## src/rc5_pkg.sv

```systemverilog
// shared widths, register indexes and threshold helpers for the rc5 edge timing decoder
`default_nettype none

package rc5_pkg;

    localparam int GAP_W   = 16;
    localparam int TIME_W  = 14;
    localparam int ADDR_W  = 5;
    localparam int CMD_W   = 6;
    localparam int SHIFT_W = 16;
    localparam int ACC_W   = 20;

    localparam int IN_TDATA_W  = 24;
    localparam int OUT_TDATA_W = 16;
    localparam int CFG_IDX_W   = 2;

    // register indexes on the config port
    localparam logic [CFG_IDX_W-1:0] CFG_BIT_TIME    = 2'd0;
    localparam logic [CFG_IDX_W-1:0] CFG_OWN_ADDRESS = 2'd1;
    localparam logic [CFG_IDX_W-1:0] CFG_ACCEPT_ALL  = 2'd2;

    localparam logic [TIME_W-1:0] BIT_TIME_RST    = 14'd1778;
    localparam logic [ADDR_W-1:0] OWN_ADDRESS_RST = 5'd0;
    localparam logic              ACCEPT_ALL_RST  = 1'b1;

    localparam logic [ACC_W-1:0] ACC_MAX = {ACC_W{1'b1}};

    localparam int SHIFT_FRAME_BIT  = 13;
    localparam int SHIFT_TOGGLE_BIT = 11;

    // restart limit: 3 * t, compared against 2 * gap
    function automatic logic [15:0] times3(input logic [TIME_W-1:0] t);
        return {2'b00, t} + {1'b0, t, 1'b0};
    endfunction

    // low sample limit: 4 * t, compared against 5 * acc
    function automatic logic [15:0] times4(input logic [TIME_W-1:0] t);
        return {t, 2'b00};
    endfunction

    // high sample limit: 6 * t, compared against 5 * acc
    function automatic logic [16:0] times6(input logic [TIME_W-1:0] t);
        return {1'b0, t, 2'b00} + {2'b00, t, 1'b0};
    endfunction

endpackage

`default_nettype wire

```

## src/rc5_edge_timing_decoder_top.sv

```systemverilog
// rc5 edge timing decoder: one edge beat in, at most one frame beat out
// a frame beat passes the input stage and output stage registers; a stalled output holds both
// throughput: one edge beat per cycle while the output is not stalled
// thresholds are kept premultiplied in registers so each edge needs only adds and compares
// reset: async active low; clears frame shift, time accumulator, valids and config to defaults
`default_nettype none

module rc5_edge_timing_decoder_top
    import rc5_pkg::*;
(
    input  wire logic                   clk,
    input  wire logic                   rst_n,

    input  wire logic                   s_tvalid,
    output logic                        s_tready,
    // [15:0] edge_gap_us, [16] level_low, [23:17] zero
    input  wire logic [IN_TDATA_W-1:0]  s_tdata,

    output logic                        m_tvalid,
    input  wire logic                   m_tready,
    // [0] toggle_bit, [5:1] device_addr, [11:6] command_code, [15:12] zero
    output logic [OUT_TDATA_W-1:0]      m_tdata,

    input  wire logic                   cfg_we,
    input  wire logic [CFG_IDX_W-1:0]   cfg_index,
    input  wire logic [TIME_W-1:0]      cfg_data
);

    // config, thresholds held premultiplied
    logic [15:0]        thr3_reg;
    logic [15:0]        thr4_reg;
    logic [16:0]        thr6_reg;
    logic [ADDR_W-1:0]  own_address_reg;
    logic               accept_all_reg;

    // input stage
    logic               in_valid_reg;
    logic [GAP_W-1:0]   gap_reg;
    logic               level_low_reg;

    // decoder state
    logic [SHIFT_W-1:0] frame_shift_reg;
    logic [SHIFT_W-1:0] frame_shift_next;
    logic [ACC_W-1:0]   time_accum_reg;
    logic [ACC_W-1:0]   time_accum_next;

    // output stage
    logic               out_valid_reg;
    logic               toggle_reg;
    logic [ADDR_W-1:0]  addr_reg;
    logic [CMD_W-1:0]   cmd_reg;

    logic               out_free;
    logic               proc_fire;
    logic               restart;
    logic [ACC_W:0]     acc_sum;
    logic [ACC_W-1:0]   acc_sat;
    logic [ACC_W+2:0]   acc5;
    logic               sample;
    logic [SHIFT_W-1:0] shift_in;
    logic               addr_ok;
    logic               emit;

    assign out_free  = !out_valid_reg || m_tready;
    assign proc_fire = in_valid_reg && out_free;
    assign s_tready  = !in_valid_reg || out_free;

    always_ff @(posedge clk or negedge rst_n)
    begin
        if (!rst_n)
        begin
            thr3_reg        <= times3(BIT_TIME_RST);
            thr4_reg        <= times4(BIT_TIME_RST);
            thr6_reg        <= times6(BIT_TIME_RST);
            own_address_reg <= OWN_ADDRESS_RST;
            accept_all_reg  <= ACCEPT_ALL_RST;
        end
        else if (cfg_we)
        begin
            unique case (cfg_index)
                CFG_BIT_TIME:
                begin
                    thr3_reg <= times3(cfg_data);
                    thr4_reg <= times4(cfg_data);
                    thr6_reg <= times6(cfg_data);
                end
                CFG_OWN_ADDRESS: own_address_reg <= cfg_data[ADDR_W-1:0];
                CFG_ACCEPT_ALL:  accept_all_reg  <= cfg_data[0];
                default:
                begin
                end
            endcase
        end
    end

    always_ff @(posedge clk or negedge rst_n)
    begin
        if (!rst_n)
            in_valid_reg <= 1'b0;
        else if (s_tready)
            in_valid_reg <= s_tvalid;
    end

    always_ff @(posedge clk)
    begin
        if (s_tvalid && s_tready)
        begin
            gap_reg       <= s_tdata[GAP_W-1:0];
            level_low_reg <= s_tdata[GAP_W];
        end
    end

    always_comb
    begin
        restart  = {gap_reg, 1'b0} > {1'b0, thr3_reg};
        acc_sum  = {1'b0, time_accum_reg} + {{(ACC_W+1-GAP_W){1'b0}}, gap_reg};
        acc_sat  = acc_sum[ACC_W] ? ACC_MAX : acc_sum[ACC_W-1:0];
        acc5     = {1'b0, acc_sat, 2'b00} + {3'b000, acc_sat};
        // strictly between 0.8 and 1.2 bit times
        sample   = (acc5 < {6'd0, thr6_reg}) && (acc5 > {7'd0, thr4_reg});
        shift_in = {frame_shift_reg[SHIFT_W-2:0], level_low_reg};
        addr_ok  = (shift_in[10:6] == own_address_reg) || accept_all_reg;
        emit     = !restart && sample && shift_in[SHIFT_FRAME_BIT] && addr_ok;

        frame_shift_next = frame_shift_reg;
        time_accum_next  = time_accum_reg;
        if (proc_fire)
        begin
            if (restart)
            begin
                frame_shift_next = {{(SHIFT_W-1){1'b0}}, 1'b1};
                time_accum_next  = '0;
            end
            else if (sample)
            begin
                frame_shift_next = shift_in;
                time_accum_next  = '0;
            end
            else
                time_accum_next = acc_sat;
        end
    end

    always_ff @(posedge clk or negedge rst_n)
    begin
        if (!rst_n)
        begin
            frame_shift_reg <= '0;
            time_accum_reg  <= '0;
        end
        else
        begin
            frame_shift_reg <= frame_shift_next;
            time_accum_reg  <= time_accum_next;
        end
    end

    always_ff @(posedge clk or negedge rst_n)
    begin
        if (!rst_n)
            out_valid_reg <= 1'b0;
        else if (proc_fire && emit)
            out_valid_reg <= 1'b1;
        else if (m_tready)
            out_valid_reg <= 1'b0;
    end

    always_ff @(posedge clk)
    begin
        if (proc_fire && emit)
        begin
            toggle_reg <= shift_in[SHIFT_TOGGLE_BIT];
            addr_reg   <= shift_in[10:6];
            cmd_reg    <= shift_in[CMD_W-1:0];
        end
    end

    assign m_tvalid = out_valid_reg;
    assign m_tdata  = {4'b0000, cmd_reg, addr_reg, toggle_reg};

`ifndef SYNTHESIS
    a_restart_state: assert property (@(posedge clk) disable iff (!rst_n)
        proc_fire && restart |=> (frame_shift_reg == 16'd1) && (time_accum_reg == '0))
        else $error("restart did not preset frame state");

    a_emit_frame_bit: assert property (@(posedge clk) disable iff (!rst_n)
        proc_fire && emit |=> frame_shift_reg[SHIFT_FRAME_BIT] && m_tvalid)
        else $error("frame beat without frame bit in shift");

    a_rise_from_proc: assert property (@(posedge clk) disable iff (!rst_n)
        $rose(m_tvalid) |-> $past(proc_fire && emit))
        else $error("output beat raised without a decoded frame");

    a_ready_only_on_stall: assert property (@(posedge clk) disable iff (!rst_n)
        !s_tready |-> in_valid_reg && m_tvalid && !m_tready)
        else $error("input stalled while pipeline could move");

    a_hold_when_idle: assert property (@(posedge clk) disable iff (!rst_n)
        !proc_fire |=> $stable(frame_shift_reg) && $stable(time_accum_reg))
        else $error("decoder state moved without an edge beat");
`endif

endmodule

`default_nettype wire

```

## config.mk

```make
export PLATFORM = sky130hd
export DESIGN_NAME = rc5_edge_timing_decoder_top
export DESIGN_NICKNAME = d
export VERILOG_FILES = /design/src/rc5_pkg.sv /design/src/rc5_edge_timing_decoder_top.sv
export SDC_FILE = /design/constraint.sdc
export NUM_CORES = 1
export LEC_CHECK = 0
export BUFFER_PORTS_ARGS = -buffer_cell sky130_fd_sc_hd__buf_2
export CAP_MARGIN = 20
export CORE_MARGIN = 3
export CORE_UTILIZATION = 35
export DETAILED_ROUTE_END_ITERATION = 10
export PLACE_DENSITY = 0.57
export REMOVE_ABC_BUFFERS = 1
export SLEW_MARGIN = 0
export SYNTH_ARGS = -nofsm -noshare
export SYNTH_HDL_FRONTEND = slang
export SYNTH_SLANG_ARGS = --single-unit
```

## constraint.sdc

```tcl
create_clock -name clk -period 5.95 [get_ports clk]
set_input_delay 0.595 -clock clk [delete_from_list [all_inputs] [get_ports clk]]
set_output_delay 0.595 -clock clk [all_outputs]
set_load 0.01 [all_outputs]
```

; Word-level counts from Yosys, hierarchy flattened
; Cells that the tools add are included.
[classes]
mul = 0
addsub = 4
n_div = 0
magnitude_cmp = 3
n_reduce_logical = 20
n_bitwise = 0
shift = 0
mux = 7
eq_ne = 3
[op_table]
columns = op, count
row1 = 2-to-1 mux 20 bit, 3
row2 = 2-to-1 mux 13 bit, 2
row3 = adder 22 x 20 -> 23 bit, 1
row4 = > comparator 23 x 16 -> 1 bit, 1
row5 = < comparator 23 x 17 -> 1 bit, 1
row6 = adder 20 x 16 -> 21 bit, 1
row7 = adder 16 x 15 -> 17 bit, 1
row8 = > comparator 17 x 16 -> 1 bit, 1
row9 = adder 14 x 15 -> 16 bit, 1
row10 = AND reduction 2 bit, 4
row11 = logical AND 1 bit, 7
row12 = == test 5 bit, 1
row13 = nonzero test 2 bit, 2
row14 = zero test 1 bit, 3
row15 = logical OR 1 bit, 3
row16 = "== test 2 x 1 -> 1 bit, second input constant", 1
row17 = "== test 2 bit, second input constant", 1
row18 = zero test 2 bit, 1
row19 = 2-to-1 mux 1 bit, 2
[word_totals]
ram_bits = 0
in_bits = 45
reg_bits = 117
latch_bits = 0
mem_count = 0
mem_bits_ro = 0
output_inout_bits = 18
wordCells = 51

; Logic depth before layout (Yosys ltp)
[logic_depth]
ltp_word = 10
mapped_depth = 30
ltp_nobuf = 29

; Least setup slack after synthesis
; Ideal clock, no wire load.
[synth_path]
path_type = register to register
startpoint = register gap_reg[0]
endpoint = register addr_reg[0] (enable)
required_ns = 5.554
arrival_time_ns = 5.944
setup_slack_ns = -0.390
stages_incl_launch_ff = 29
setup_ns = 0.396
n_path_buf = 1
cell_sequence = edfxtp_1 -> ha_1 -> inv_1 -> fa_1 -> nor2b_1 -> o31ai_2 -> a21o_1 -> a21oi_1 -> o21ai_1 -> o21ai_0 -> ha_1 -> inv_1 -> fa_1 -> nand2b_1 -> a21oi_1 -> nor2_1 -> o21ai_0 -> a21o_1 -> a21oi_1 -> xnor2_1 -> ha_1 -> o211ai_1 -> a21oi_1 -> a211oi_1 -> o221ai_1 -> nor4_2 -> o21ai_2 -> buf_6 -> nor3_1
[synth_between]
elab_chain_len = 9
elab_cells_between_ends = 12
cone_classes = add/sub: 2 / order compare: 3 / mux: 1 / reduce/logical: 6
[synth_lines]
columns = element, line_no
row1 = "start, declared", rc5_edge_timing_decoder_top.sv:38  ; logic [GAP_W-1:0] gap_reg;
row2 = "start signal, assigned", rc5_edge_timing_decoder_top.sv:108  ; gap_reg <= s_tdata[GAP_W-1:0];
row3 = adder 20 x 16 -> 21 bit, rc5_edge_timing_decoder_top.sv:116  ; acc_sum = {1'b0, time_accum_reg} + {{(ACC_W+1-GAP_W){1'b0}}, gap_reg};
row4 = 2-to-1 mux 20 bit, rc5_edge_timing_decoder_top.sv:117  ; acc_sat = acc_sum[ACC_W] ? ACC_MAX : acc_sum[ACC_W-1:0];
row5 = adder 22 x 20 -> 23 bit, rc5_edge_timing_decoder_top.sv:118  ; acc5 = {1'b0, acc_sat, 2'b00} + {3'b000, acc_sat};
row6 = < comparator 23 x 17 -> 1 bit / > comparator 23 x 16 -> 1 bit (equally long branches), rc5_edge_timing_decoder_top.sv:120  ; sample = (acc5 < {6'd0, thr6_reg}) && (acc5 > {7'd0, thr4_reg});
row7 = logical AND 1 bit, rc5_edge_timing_decoder_top.sv:120
row8 = logical AND 1 bit (*) (3 in series), rc5_edge_timing_decoder_top.sv:123  ; emit = !restart && sample && shift_in[SHIFT_FRAME_BIT] && addr_ok;
row9 = logical AND 1 bit (*), rc5_edge_timing_decoder_top.sv:170  ; if (proc_fire && emit)
row10 = "end signal, assigned", rc5_edge_timing_decoder_top.sv:173  ; addr_reg <= shift_in[10:6];
row11 = "end, declared", rc5_edge_timing_decoder_top.sv:50  ; logic [ADDR_W-1:0] addr_reg;
; Mark *: on every way between the ends. The rest lies on a longest branch, timed or not.
; A chain may end at the register's enable or synchronous reset.

; Worst setup path after layout
[layout_path]
startpoint = register gap_reg[10]
endpoint = register addr_reg[3] (enable)
; Same word-level chain as after synthesis.

==> results.md <==
* Clock buffer depth at 2
* Share of the clock period used by the worst path at 0.952
* Power density cells at 633 nW/um^2
* Most frequently used cell type in the post-synthesis netlist: ha_1
* Async S/R FF share, synth at 0.707
* Routed vias/inst at 5.20
* Pin count of the biggest net entering global routing at 71
* Worst-path maximum fanout at 8
* Combinational family with the most area after synthesis: compound AO/OA/AOI/OAI gates
* Worst slew margin relative to its limit at 0.338
* Count of flip-flops with a built-in enable after synthesis at 29
* Class of the worst hold path: in2reg
* Max cap viols at 0
* Count of unresolved DRC violations after routing at 0
* Sum of net half-perimeters after detailed placement at 14200 um
* Number of antenna violations at the first check in global routing at 0
* Syn_area_per_cell at 9.71 sq um
* Clock buffers created by TritonCTS at 9
* Sequential share of the synthesized area at 0.365
* Timing-limited maximum frequency at 177 MHz
* Post-synthesis xor/xnor area fraction at 0.0460
* Most numerous cell types in the synthesized netlist: ha_1, inv_1, dfrtp_1
* Synth unique cells at 73
* Cell with the largest stage delay on the worst path: or4_1
* Final Max Slew Viols at 0
* Routability Congestion at roughly 0.8
* Post-Synth Adder-Cell Area at 0.169
* Syn Std Cell Area at 7230 sq um
* Dominant cell type by count on the critical path: buf_4
* All-layer global routing usage at 0.171
* Kind of critical path: reg2reg
* Seq cells post-synth at 99
* DR iter-0 viols at slightly below 200
* Fraction of final layout cells with drive strength greater than 1 at 0.306
* Flip-flop cell with the highest count after synthesis: dfrtp_1
* Complex-gate fraction of the synthesized area at 0.216
* Finished layout cell area at ~9000 sq um
* Buffer type at the clock tree root: clkbuf_16
* Total vias in the final route at 5999
* Antenna violation net count after detailed routing at 0
* Top cells by area in the synthesized netlist: dfrtp_1, ha_1, edfxtp_1, dfstp_2, a21oi_1
* Residual overflow from global routing at 0
* Die Ht at between 100 and 150 um
* Final setup violation count at 0
* Area share of the largest cell type after synthesis at 0.190
* Wire length of the first global-routing pass at 30100 um
* Number of global-route vias before repair at 6006
* Sort of element at the start of the critical path: register
* Worst vdd ir at ~0.00031 V
* Critical path data required time at 6.03 ns
* Clock skew after layout at 0.00774 ns
* Clock-pin slew on the worst setup and hold paths at 0.08 ns
* Worst-margin pin slew at 0.992 ns
* Library cell with the largest summed area after synthesis: dfrtp_1
* Final Hold Viols at 0
* Net count of the finished layout at 1025
* LEAKAGE at 4.14 nW
* Arr. time, crit path at 5.75 ns
* Die extent in x at 150 um
* I/O pins at 63
* Total wire length after detailed routing at 18800 um
* Simple-gate share of the synthesized area at 0.126
* Number of diodes added for antenna fixing at 0
* Core region area at 19900 sq um
* Gate family responsible for the most delay along the worst path: simple AND/OR/NAND/NOR gates
* Number of detailed-route iterations in the first pass at 4
* Clock tree from TritonCTS: built
* CTS Hold Bufs at 0
* H-tree levels at 3
* Critical Path End Type: register
* Tmin final at ~5.7 ns
* Total of buffers placed on input and output ports at 51
* Mux contribution to synthesized area at 0.0263
* Clk Latency, worst-skew pair at 0.36 ns
* Starting density of the core at 0.363
* Delay of the slowest cell on the worst path at 0.52 ns
* Yosys warning count at 0
* DIE AREA at around 22000 sq um
* Result of the run: complete, no violations
* Per-cell routed wire length at 16.3 um
* Row count at 51
* Total design power at 0.00577 W
* CTS sink count at 99
* Post-synthesis instance total at 745
* Area Growth Syn to Fin at 26.0%
* Buffering stage count on the worst path with inverters included at 4
* Number of flip-flops in the largest register at 20
* Post-DP Area at ~8300 sq um
## cell usage in the layout (no fill, tap or decap), drive strengths merged, types with 12 or more instances in the layout
master,synthesis,routed
inv,64,66
o32ai,12,12
xor2,14,14
buf,11,148
nor3,15,15
a21oi,53,53
nor2,31,31
nand3,18,18
dfrtp,55,55
ha,93,93
edfxtp,29,29
o21ai,53,53
a32o,18,18
a21o,19,19
mux2,16,16
dfstp,15,15
xnor2,24,24
nand2,53,53
## layer usage
layer / vias to the layer above / part of all wire / track usage
met1: 2866 / 0.51 / 0.244
met5: - / 0 / 0
met4: 0 / 0.021 / 0.0544
met2: 74 / 0.45 / 0.272
li1: 3038 / - / -
met3: 21 / 0.026 / 0.0185
## what timing repair did
item | in CTS | in global routing
setup buffers | 0 | 16
pin swaps | 1 | 29
setup endpoints to repair | 44 | 44
cloned | 0 | 1
gates resized for setup | 7 | 75
## area by class of cell
type	instances	area, sq um
fill	1957	10800
multi-input combinational	562	4600
sequential	99	2640
timing repair buffer	148	1010
tap	265	332
inverter	64	240
clock buffer	10	229
clock inverter	6	62.6
## worst paths after layout
kind	from	end	slack [ns]	cells after the start
min	s_tdata[5]	gap_reg[5]$_DFFE_PP_	0.40	1
max in group asynchronous	rst_n	thr4_reg[2]$_DFFE_PN0P_	4.89	2
max	gap_reg[10]$_DFFE_PP_	addr_reg[3]$_DFFE_PP_	0.29	25
min in group asynchronous	rst_n	time_accum_reg[13]$_DFFE_PN0P_	0.44	2
max reg2reg	gap_reg[10]$_DFFE_PP_	addr_reg[3]$_DFFE_PP_	0.29	25
min reg2reg	frame_shift_reg[1]$_DFFE_PN0P_	cmd_reg[2]$_DFFE_PP_	0.45	0
## power breakdown
group / internal [W] / total (W) / switching, W
sequential: 0.000807 / 0.000865 / 0.0000581
clock: 0.000294 / 0.000583 / 0.000288
combinational: 0.00211 / 0.00433 / 0.00222
total: 0.00321 / 0.00577 / 0.00256
## kinds of logic after synthesis
logic type / Yosys count
other cells: 1
compound gates: 227
fa+ha+maj: 96
simple gates: 180
flops: 99
buf+inv: 87
mux: 17
xor+xnor: 38
## through the flow
| step | setup WS [ns] | setup TNS, ns | utilization | std cells | hold WS [ns] |
|---|---|---|---|---|---|
| after floorplan | -0.713 | -8.56 | - | 725 | 0.299 |
| after global placement | -0.105 | -2.08 | 0.418 | 1121 | 0.430 |
| after detailed placement | -0.201 | -3.68 | 0.418 | 1121 | 0.433 |
| after CTS | 0.000601 | 0 | 0.434 | 1137 | 0.390 |
| after global routing | -0.00489 | -0.0234 | 0.458 | 1154 | 0.398 |
| final | 0.285 | 0 | 0.458 | 1154 | 0.402 |
(Power assumes the default switching activity.)
